<file path="src/rtl/rmr_pkg.sv">
// rmr_pkg: shared constants for the rational multiply and reduce block.
// No dependencies; used by rtl/rational_multiply_reduce.sv.
package rmr_pkg;

	// Default width of one signed operand field
	localparam int VALUE_WIDTH_DEF = 32;

endpackage

</file>
<file path="src/rtl/rational_multiply_reduce.sv">
// rational_multiply_reduce: product of two signed rationals, reduced to lowest terms.
// Depends on rmr_pkg for the default operand width.
//
// Channel  | Direction | Handshake           | Payload
// ---------+-----------+---------------------+-------------------------------------------------
// input    | in        | in_valid / in_ready | left/right numerator and denominator (signed)
// result   | out       | out_valid/out_ready | status, result_numerator, result_denominator
//
// One transaction at a time: in_ready is high only while the sequencer is idle.
// A zero denominator goes straight to the result and a zero numerator does so after both products;
// otherwise the sequencer strips common factors of two, runs the binary gcd on the 2*VALUE_WIDTH-bit
// products and divides both by the gcd. One multiplier, one subtractor.
// A result held off by out_ready stalls the sequencer in its last state.
// Reset clears the sequencer and the output valid flag; datapath registers are not reset.
module rational_multiply_reduce #(
	parameter int VALUE_WIDTH = rmr_pkg::VALUE_WIDTH_DEF
) (
	input  logic                          clk,
	input  logic                          arst_n,
	input  logic                          in_valid,
	output logic                          in_ready,
	input  logic signed [VALUE_WIDTH-1:0] left_numerator,
	input  logic signed [VALUE_WIDTH-1:0] left_denominator,
	input  logic signed [VALUE_WIDTH-1:0] right_numerator,
	input  logic signed [VALUE_WIDTH-1:0] right_denominator,
	output logic                          out_valid,
	input  logic                          out_ready,
	output logic                          status,
	output logic signed [VALUE_WIDTH-1:0] result_numerator,
	output logic        [VALUE_WIDTH-2:0] result_denominator
);

	localparam int W  = VALUE_WIDTH;
	localparam int DW = 2 * W;
	localparam int CW = $clog2(DW);
	localparam logic [CW-1:0] CNT_LAST = CW'(DW - 1);
	localparam logic [DW-1:0] SIGN_MAG = DW'(64'd1 << (W - 1));
	localparam logic [DW-1:0] MAX_POS  = DW'((64'd1 << (W - 1)) - 64'd1);

	localparam logic [2:0] ST_IDLE  = 3'd0;
	localparam logic [2:0] ST_MUL_N = 3'd1;
	localparam logic [2:0] ST_MUL_D = 3'd2;
	localparam logic [2:0] ST_EVEN  = 3'd3;
	localparam logic [2:0] ST_GCD   = 3'd4;
	localparam logic [2:0] ST_DIV_N = 3'd5;
	localparam logic [2:0] ST_DIV_D = 3'd6;
	localparam logic [2:0] ST_FIN   = 3'd7;

	// Unsigned magnitude of a two's complement field; the most negative value maps to 2^(W-1)
	function automatic logic [W-1:0] mag_of(input logic [W-1:0] v);
		return v[W-1] ? (~v + W'(1)) : v;
	endfunction

	logic [2:0]    state_q;
	logic          out_valid_q;
	logic          err_q, zero_q, neg_q;
	logic [DW-1:0] num_q, den_q;   // products, then reduced values
	logic [DW-1:0] a_q, b_q;       // operand magnitudes, gcd pair, quotient shifter / gcd
	logic [DW-1:0] rem_q;
	logic [CW-1:0] cnt_q;
	logic          status_q;
	logic [W-1:0]  res_num_q;
	logic [W-2:0]  res_den_q;

	logic          in_acc, fin_go;
	logic [W-1:0]  mul_x, mul_y;
	logic [DW-1:0] mul_p;
	logic [DW:0]   sub_x, sub_y, sub_d;
	logic [DW:0]   rem_sh;
	logic [DW-1:0] quo_nx;
	logic          zero_den;
	logic          ovf;
	logic [DW-1:0] num_neg;

	assign in_ready  = (state_q == ST_IDLE);
	assign in_acc    = in_valid && in_ready;
	assign out_valid = out_valid_q;
	assign status             = status_q;
	assign result_numerator   = res_num_q;
	assign result_denominator = res_den_q;
	assign fin_go    = (state_q == ST_FIN) && (!out_valid_q || out_ready);
	assign zero_den  = (left_denominator == '0) || (right_denominator == '0);

	// Shared multiplier: numerator pair first, denominator pair next
	always_comb begin
		if (state_q == ST_MUL_N) begin
			mul_x = a_q[DW-1:W];
			mul_y = a_q[W-1:0];
		end else begin
			mul_x = b_q[DW-1:W];
			mul_y = b_q[W-1:0];
		end
	end
	assign mul_p = DW'(mul_x) * DW'(mul_y);

	// Shared subtractor: a - b in the gcd loop, shifted remainder - gcd in the divisions
	assign rem_sh = {rem_q, a_q[DW-1]};
	always_comb begin
		if (state_q == ST_GCD) begin
			sub_x = {1'b0, a_q};
		end else begin
			sub_x = rem_sh;
		end
		sub_y = {1'b0, b_q};
	end
	assign sub_d  = sub_x - sub_y;
	assign quo_nx = {a_q[DW-2:0], ~sub_d[DW]};

	// Range check and sign restore on the reduced pair
	assign ovf     = (den_q > MAX_POS) || (neg_q ? (num_q > SIGN_MAG) : (num_q > MAX_POS));
	assign num_neg = ~num_q + DW'(1);

	// Sequencer and output valid
	always_ff @(posedge clk or negedge arst_n) begin
		if (!arst_n) begin
			state_q     <= ST_IDLE;
			out_valid_q <= 1'b0;
		end else begin
			if (fin_go) out_valid_q <= 1'b1;
			else if (out_ready) out_valid_q <= 1'b0;
			unique case (state_q)
				ST_IDLE:  if (in_acc) state_q <= zero_den ? ST_FIN : ST_MUL_N;
				ST_MUL_N: state_q <= ST_MUL_D;
				ST_MUL_D: state_q <= (num_q == '0) ? ST_FIN : ST_EVEN;
				ST_EVEN:  if (num_q[0] || den_q[0]) state_q <= ST_GCD;
				ST_GCD:   if (a_q == '0) state_q <= ST_DIV_N;
				ST_DIV_N: if (cnt_q == CNT_LAST) state_q <= ST_DIV_D;
				ST_DIV_D: if (cnt_q == CNT_LAST) state_q <= ST_FIN;
				ST_FIN:   if (fin_go) state_q <= ST_IDLE;
				default:  state_q <= ST_IDLE;
			endcase
		end
	end

	// Datapath registers
	always_ff @(posedge clk) begin
		unique case (state_q)
			ST_IDLE: begin
				if (in_acc) begin
					a_q    <= {mag_of(left_numerator), mag_of(right_numerator)};
					b_q    <= {mag_of(left_denominator), mag_of(right_denominator)};
					err_q  <= zero_den;
					zero_q <= 1'b0;
					neg_q  <= left_numerator[W-1] ^ left_denominator[W-1]
						^ right_numerator[W-1] ^ right_denominator[W-1];
				end
			end
			ST_MUL_N: num_q <= mul_p;
			ST_MUL_D: begin
				den_q  <= mul_p;
				zero_q <= (num_q == '0);
			end
			// Strip common factors of two from both products
			ST_EVEN: begin
				if (!num_q[0] && !den_q[0]) begin
					num_q <= num_q >> 1;
					den_q <= den_q >> 1;
				end else begin
					a_q <= num_q;
					b_q <= den_q;
				end
			end
			// Binary gcd; at least one of the pair is odd, so the gcd is odd
			ST_GCD: begin
				priority if (a_q == '0) begin
					a_q   <= num_q;
					rem_q <= '0;
					cnt_q <= '0;
				end else if (!a_q[0]) begin
					a_q <= a_q >> 1;
				end else if (!b_q[0]) begin
					b_q <= b_q >> 1;
				end else if (sub_d[DW]) begin
					a_q <= b_q;
					b_q <= a_q;
				end else begin
					a_q <= sub_d[DW-1:0];
				end
			end
			// Restoring division by the gcd in b_q, one quotient bit a cycle
			ST_DIV_N, ST_DIV_D: begin
				if (cnt_q == CNT_LAST) begin
					rem_q <= '0;
					cnt_q <= '0;
					if (state_q == ST_DIV_N) begin
						num_q <= quo_nx;
						a_q   <= den_q;
					end else begin
						den_q <= quo_nx;
					end
				end else begin
					rem_q <= sub_d[DW] ? rem_sh[DW-1:0] : sub_d[DW-1:0];
					cnt_q <= cnt_q + CW'(1);
					a_q   <= quo_nx;
				end
			end
			ST_FIN: begin
				if (fin_go) begin
					priority if (err_q) begin
						status_q  <= 1'b1;
						res_num_q <= '0;
						res_den_q <= '0;
					end else if (zero_q) begin
						status_q  <= 1'b0;
						res_num_q <= '0;
						res_den_q <= (W-1)'(1);
					end else if (ovf) begin
						status_q  <= 1'b1;
						res_num_q <= '0;
						res_den_q <= '0;
					end else begin
						status_q  <= 1'b0;
						res_num_q <= neg_q ? num_neg[W-1:0] : num_q[W-1:0];
						res_den_q <= den_q[W-2:0];
					end
				end
			end
			default: ;
		endcase
	end

`ifndef SYNTH
	// gcd loop never works against a zero divisor
	a_gcd_nonzero: assert property (@(posedge clk) disable iff (!arst_n)
		(state_q == ST_GCD) |-> (b_q != '0))
		else $error("gcd divisor is zero");

	// after stripping common twos the gcd is odd
	a_div_odd: assert property (@(posedge clk) disable iff (!arst_n)
		(state_q == ST_DIV_N || state_q == ST_DIV_D) |-> b_q[0])
		else $error("gcd is even during division");

	// partial remainder stays below the divisor
	a_rem_bound: assert property (@(posedge clk) disable iff (!arst_n)
		(state_q == ST_DIV_N || state_q == ST_DIV_D) |-> (rem_q < b_q))
		else $error("division remainder out of bound");

	// an accepted transaction holds off the next one
	a_busy: assert property (@(posedge clk) disable iff (!arst_n)
		(in_valid && in_ready) |=> !in_ready)
		else $error("input accepted while busy");

	// a good result always has a positive denominator
	a_den_pos: assert property (@(posedge clk) disable iff (!arst_n)
		(out_valid && !status) |-> (result_denominator != '0))
		else $error("zero denominator on good result");
`endif

endmodule

</file>
<file path="config.mk">
export PLATFORM = sky130hd
export DESIGN_NAME = rational_multiply_reduce
export DESIGN_NICKNAME = d
export VERILOG_FILES = /design/src/rtl/rmr_pkg.sv /design/src/rtl/rational_multiply_reduce.sv
export SDC_FILE = /design/constraint.sdc
export NUM_CORES = 2
export LEC_CHECK = 0
export ABC_AREA = 0
export BUFFER_PORTS_ARGS = -buffer_cell sky130_fd_sc_hd__clkbuf_2
export CAP_MARGIN = 20
export CORE_MARGIN = 8
export CORE_UTILIZATION = 40
export DETAILED_ROUTE_END_ITERATION = 10
export PLACE_DENSITY = 0.53
export SLEW_MARGIN = 30
export SYNTH_ARGS = -nofsm -noshare
export SYNTH_HDL_FRONTEND = slang
export SYNTH_SLANG_ARGS = --single-unit
</file>
<file path="constraint.sdc">
create_clock -name clk -period 26 [get_ports clk]
set_input_delay 3.9 -clock clk [delete_from_list [all_inputs] [get_ports clk]]
set_output_delay 3.9 -clock clk [all_outputs]
set_load 0.03 [all_outputs]
</file>
== Yosys cells after proc, flatten, opt, wreduce, memory -nomap -nowiden ==
Index checks and enable logic that the tools add are counted.
Word-level totals
  output and inout port bits: 66
  word-level logic and storage cells: 153
  bits of input ports: 132
  register bits after elaboration: 397
Cells by class
  muxes and demuxes: 57
  eq/ne operators: 24
  reduce and logical (&&, ||, !) cells: 35
  $lt $le $gt $ge: 3
  bitwise gates (word level): 9
  multiply operators: 1
  add/sub/neg operators: 7
Operators by type and width (count)
  two-way mux 64 bit: 23
  one-hot mux 64 bit (3 select lines): 3
  one-hot mux 64 bit (4 select lines): 1
  two-way mux 32 bit: 7
  adder 32 x 1 -> 32 bit, second input constant: 5
  NOT 32 bit: 5
  > comparator 64 x 31 -> 1 bit, second input constant: 2
  logical NOT 64 bit: 2
  one-hot mux 64 bit (2 select lines): 1
  two-way mux 65 bit: 1
  subtractor 65 x 64 -> 65 bit: 1
  > comparator 64 x 32 -> 1 bit, second input constant: 1
  logical NOT 32 bit: 2
  multiplier 32 x 32 -> 64 bit: 1
  two-way mux 3 bit: 8
  one-hot mux 3 bit (8 select lines): 1
  inequality test 2 bit, second input constant: 11
  equality test 3 bit, second input constant: 4
  two-way mux 6 bit: 2
  one-hot mux 6 bit (2 select lines): 1
  AND reduction 4 bit: 3
  AND reduction 6 bit: 2
  AND reduction 5 bit: 2
  nonzero test 3 bit: 3
  other kinds (20): 44

== Longest topological paths before layout ==
  depth in word-level cells: 8
  depth in mapped cells: 37
  mapped depth without buffers: 32

== Worst setup path before layout ==
OpenSTA, ideal clock, no wires.
  path type: register to register
  start: register state_q[1]
  end: register den_q[60], data pin
  path buffers: 4
  required time: 25734 ps
  period minus slack after synthesis: 9399 ps
  setup slack: 16601 ps
  stages on the path, launching flop included: 33
  data arrival time: 9133 ps
  setup time: 266 ps
  path through: dfrtp_1 -> clkbuf_1 -> nor3b_1 -> clkbuf_1 -> clkbuf_1 -> nor2_1 -> a21oi_1 -> clkbuf_1 -> nor2_1 -> fa_1 -> inv_1 -> fa_1 -> fa_1 -> fa_1 -> inv_1 -> fa_1 -> inv_1 -> fa_1 -> inv_1 -> fa_1 -> inv_1 -> fa_1 -> inv_1 -> ha_1 -> o211ai_1 -> a2111o_1 -> a211oi_1 -> nor2_1 -> o41a_1 -> o21ai_0 -> a41oi_1 -> mux2i_1 -> nand3_1
On the way
  word-level cells in the longest chain between the ends: 4
  elaborated cells on any way between the ends: 10
  those cells by class: 1 x mul; 5 x eq/ne; 3 x mux; 1 x reduce/logical
RTL lines
  start, declared: line rational_multiply_reduce.sv:54  | logic [2:0] state_q;
  start signal, assigned: line rational_multiply_reduce.sv:122  | ST_IDLE: if (in_acc) state_q <= zero_den ? ST_FIN : ST_MUL_N;
  start signal, assigned: line rational_multiply_reduce.sv:124  | ST_MUL_D: state_q <= (num_q == '0) ? ST_FIN : ST_EVEN;
  equality test 3 x 1 -> 1 bit: line rational_multiply_reduce.sv:86  | if (state_q == ST_MUL_N) begin
  two-way mux 32 bit: line rational_multiply_reduce.sv:86
  multiplier 32 x 32 -> 64 bit: line rational_multiply_reduce.sv:94  | assign mul_p = DW'(mul_x) * DW'(mul_y);
  one-hot mux 64 bit (3 select lines) *: line rational_multiply_reduce.sv:137  | unique case (state_q)
  end signal, assigned: line rational_multiply_reduce.sv:150  | den_q <= mul_p;
  end signal, assigned: line rational_multiply_reduce.sv:157  | den_q <= den_q >> 1;
  end signal, assigned: line rational_multiply_reduce.sv:189  | den_q <= quo_nx;
  end, declared: line rational_multiply_reduce.sv:57  | logic [DW-1:0] num_q, den_q;
Mark *: on every way between the ends. The rest lies on a longest branch, timed or not.
A chain may end at the register's enable or synchronous reset.

== Worst setup path after layout ==
  start: register state_q[2]
  end: register num_q[60], data pin
On the way
  word-level cells in the longest chain between the ends: 4
  elaborated cells on any way between the ends: 9
  those cells by class: 1 x mul; 4 x eq/ne; 3 x mux; 1 x reduce/logical
RTL lines
  equality test 3 x 1 -> 1 bit: line rational_multiply_reduce.sv:86, rational_multiply_reduce.sv:137
  two-way mux 32 bit: line rational_multiply_reduce.sv:86
  multiplier 32 x 32 -> 64 bit: line rational_multiply_reduce.sv:94
  one-hot mux 64 bit (3 select lines) *: line rational_multiply_reduce.sv:137
  end signal, assigned: line rational_multiply_reduce.sv:148  | ST_MUL_N: num_q <= mul_p;
  end signal, assigned: line rational_multiply_reduce.sv:156  | num_q <= num_q >> 1;
  end signal, assigned: line rational_multiply_reduce.sv:186  | num_q <= quo_nx;
  end, declared: line rational_multiply_reduce.sv:57
Marks and branches as above.

==> results_dict.tcl <==
set metrics [dict create \
    status "completed" \
    ys_seq_area_frac 0.1959 \
    area_growth_pct 7.339 \
    gp_congestion 0.9628 \
    synth_area_um2 60750 \
    remaining_drc_errors 0 \
    htreeDepth 2 \
    use_met2 0.4897 \
    ys_async_sr_fraction 0.01008 \
    worst_r2r_path_depth 29 \
    cts_tree "built" \
    maxCapViolCount 0 \
    synthTopCellsByCount "nand2_1 (1146), inv_1 (968), fa_1 (897), nor2_1 (825), clkbuf_1 (403)" \
    syn_inst 7049 \
    clk_latency_ps 600 \
    synthAdderAreaFrac 0.3642 \
    top_usage_layer "met2" \
    grtUsageMet3 0.05453 \
    grt_pass1_wl_mm 357.5 \
    cts_root_buf "clkbuf_16" \
    num_io_pins 198 \
    vias_per_cell 5.745 \
    die_y_um 405.7 \
    drtIter0Drc 4851 \
    io_buffers 197 \
    ys_dominant_reg_cell "edfxtp_1" \
    muxShareOfSynthArea 0.01584 \
    wl_mm 242.8 \
    synth_edf_count 393 \
    crit_type "reg -> reg" \
    clock-sinks 397 \
    synthTopCellsByArea "fa_1 (30%), edfxtp_1 (19%), nand2_1 (7.1%)" \
    worst_pin_slew_ps 1151 \
    rows 143 \
    cp_common_cell "fa_1" \
    yosysTopAreaCell "fa_1" \
    drt_first_pass_iters 6 \
    grt_pass1_vias 53700 \
    max_freq_ghz 0.08427 \
    grt_usage 0.2903 \
    cpPeakStageDelay_ps 800 \
    synth-seq-cells 397 \
    clkTransAtPathRegs_ps 70 \
    fin_tns_setup_ps 0 \
    use_met1 0.3622 \
    routedWlPerCell_um 26.91 \
    cts_resized 0 \
    cts_buffer_depth 3 \
    fin_nets 8322 \
    cp_num_cells 29 \
    die_x_um 405.7 \
    synth_xor_area_frac 0.03821 \
    relSlewSlack 0.2257 \
    crit_required_ps 26320 \
    synth_fp_nets 8411 \
    start_util 0.4013 \
    period_share 0.4564 \
    layout.area.seq_um2 11900 \
    ys_types 78 \
    critical_path.top_delay_family "adder cells" \
    synth.most_common_cell "nand2_1" \
    antenna_found_initial 11 \
    synth-compound-area-share 0.1298 \
    synth-simple-area-share 0.1663 \
    dp_hpwl_mm 191.9 \
    drive_gt1_frac 0.07166 \
    worstHoldPathCells 2 \
    grt_max_degree 134 \
    fillers 15270 \
    rsz0062_at_grt "no" \
    startpoint_type "flop" \
    post_cts_buffers 0 \
    final_core_util 0.4308 \
    clock_skew_ps 28.43 \
    slowest_stage "a21o_1" \
    setup_ws_ps 14130 \
    vias 51840 \
    finalSetupViolations 0 \
    finalHoldViolCount 0 \
    drv_slew 0 \
    cp_num_buf_inv 7 \
    cp_max_fo 87 \
    multi_input_area_um2 43750 \
    overflow 0 \
    numCtsBuffers 40 \
    dieArea_um2 164600 \
    hold_path.class "reg -> reg" \
    synth.top_cell.area_share 0.2956 \
    core_area_um2 151400 \
    ys_warn_count 0 \
    postCtsHoldBufs 0 \
    syn_area_per_cell_um2 8.618 \
    synth_top_family_by_area "adder cells" \
    pre_cts_slack_ps 14090 \
    setup.worst_path.end_class "flop" \
    ant_nets 0 \
    hold_ws_ps 527.5 \
    arrival_ps 12180 \
    period_needed_ps 11870 \
]
==> cell usage in the layout, fill, tap and decap left out, types with 58 or more instances in the layout <==
cell type	count
a21o_1	138
a21oi_1	322
edfxtp_1	393
nand2_1	1141
buf_4	139
clkbuf_2	197
fa_1	897
o221ai_1	73
xor2_1	164
inv_1	968
o21ai_0	228
xnor2_1	101
mux2i_1	95
nor2_1	822
ha_1	333
nand3_1	58
==> layer usage <==
metal / share of wire / vias to the layer above
li1: - / 22740
met1: 0.39 / 26240
met2: 0.48 / 2293
met3: 0.079 / 557
met4: 0.056 / 6
met5: 0.00046 / -
==> tightest hold or removal path, delay by kind of cell, from the launching register on <==
family / cells / cell delay, ps
flip-flops: 1 / 340
AND/OR/NAND/NOR: 2 / 150
==> logic make-up after synthesis <==
kind of cell,count (synthesis)
buffers and inverters,1441
muxes,96
and+or+nand+nor,2405
xor gates and xnor gates,265
AOI/OAI and AO/OA,1215
DFF,397
adders and majority gates,1230
==> area by class of cell <==
type                            instances  share of cell area
Multi-Input combinational cell       5211              0.6710
Sequential cell                       397              0.1825
Inverter                              969             0.05578
Tap cell                             2030             0.03895
Timing Repair Buffer                  341             0.03243
Clock buffer                           54             0.01727
Clock inverter                         19            0.001996
Antenna cell                            2          0.00007675
==> final timing paths <==
check | start | endpoint | slack (ps)
worst max-delay path | state_q[2] | num_q[60] | 14130
max in group asynchronous | arst_n | out_valid | 22700
worst min register to register | out_valid | out_valid | 530
worst max register to register | state_q[2] | num_q[60] | 14130
min in group asynchronous | arst_n | state_q[0] | 3130
worst min-delay path | out_valid | out_valid | 530
==> sequential cells by signal, summed over array words and instances, names as in the netlist <==
signal	count
status	1
state_q	3
b_q	64
err_q	1
zero_q	1
result_numerator	32
out_valid	1
neg_q	1
a_q	64
num_q	64
rem_q	64
result_denominator	31
den_q	64
cnt_q	6
==> through the flow <==
stage               cell area [um2]  std cells
floorplan                     60750       7049
global placement              63830       8945
detailed placement            63900       8946
CTS                           65160       9019
global route                  65200       9022
finish                        65210       9023
Power is not shown: default switching activity piles up to over one toggle a cycle in this logic, so the estimate is an artifact.
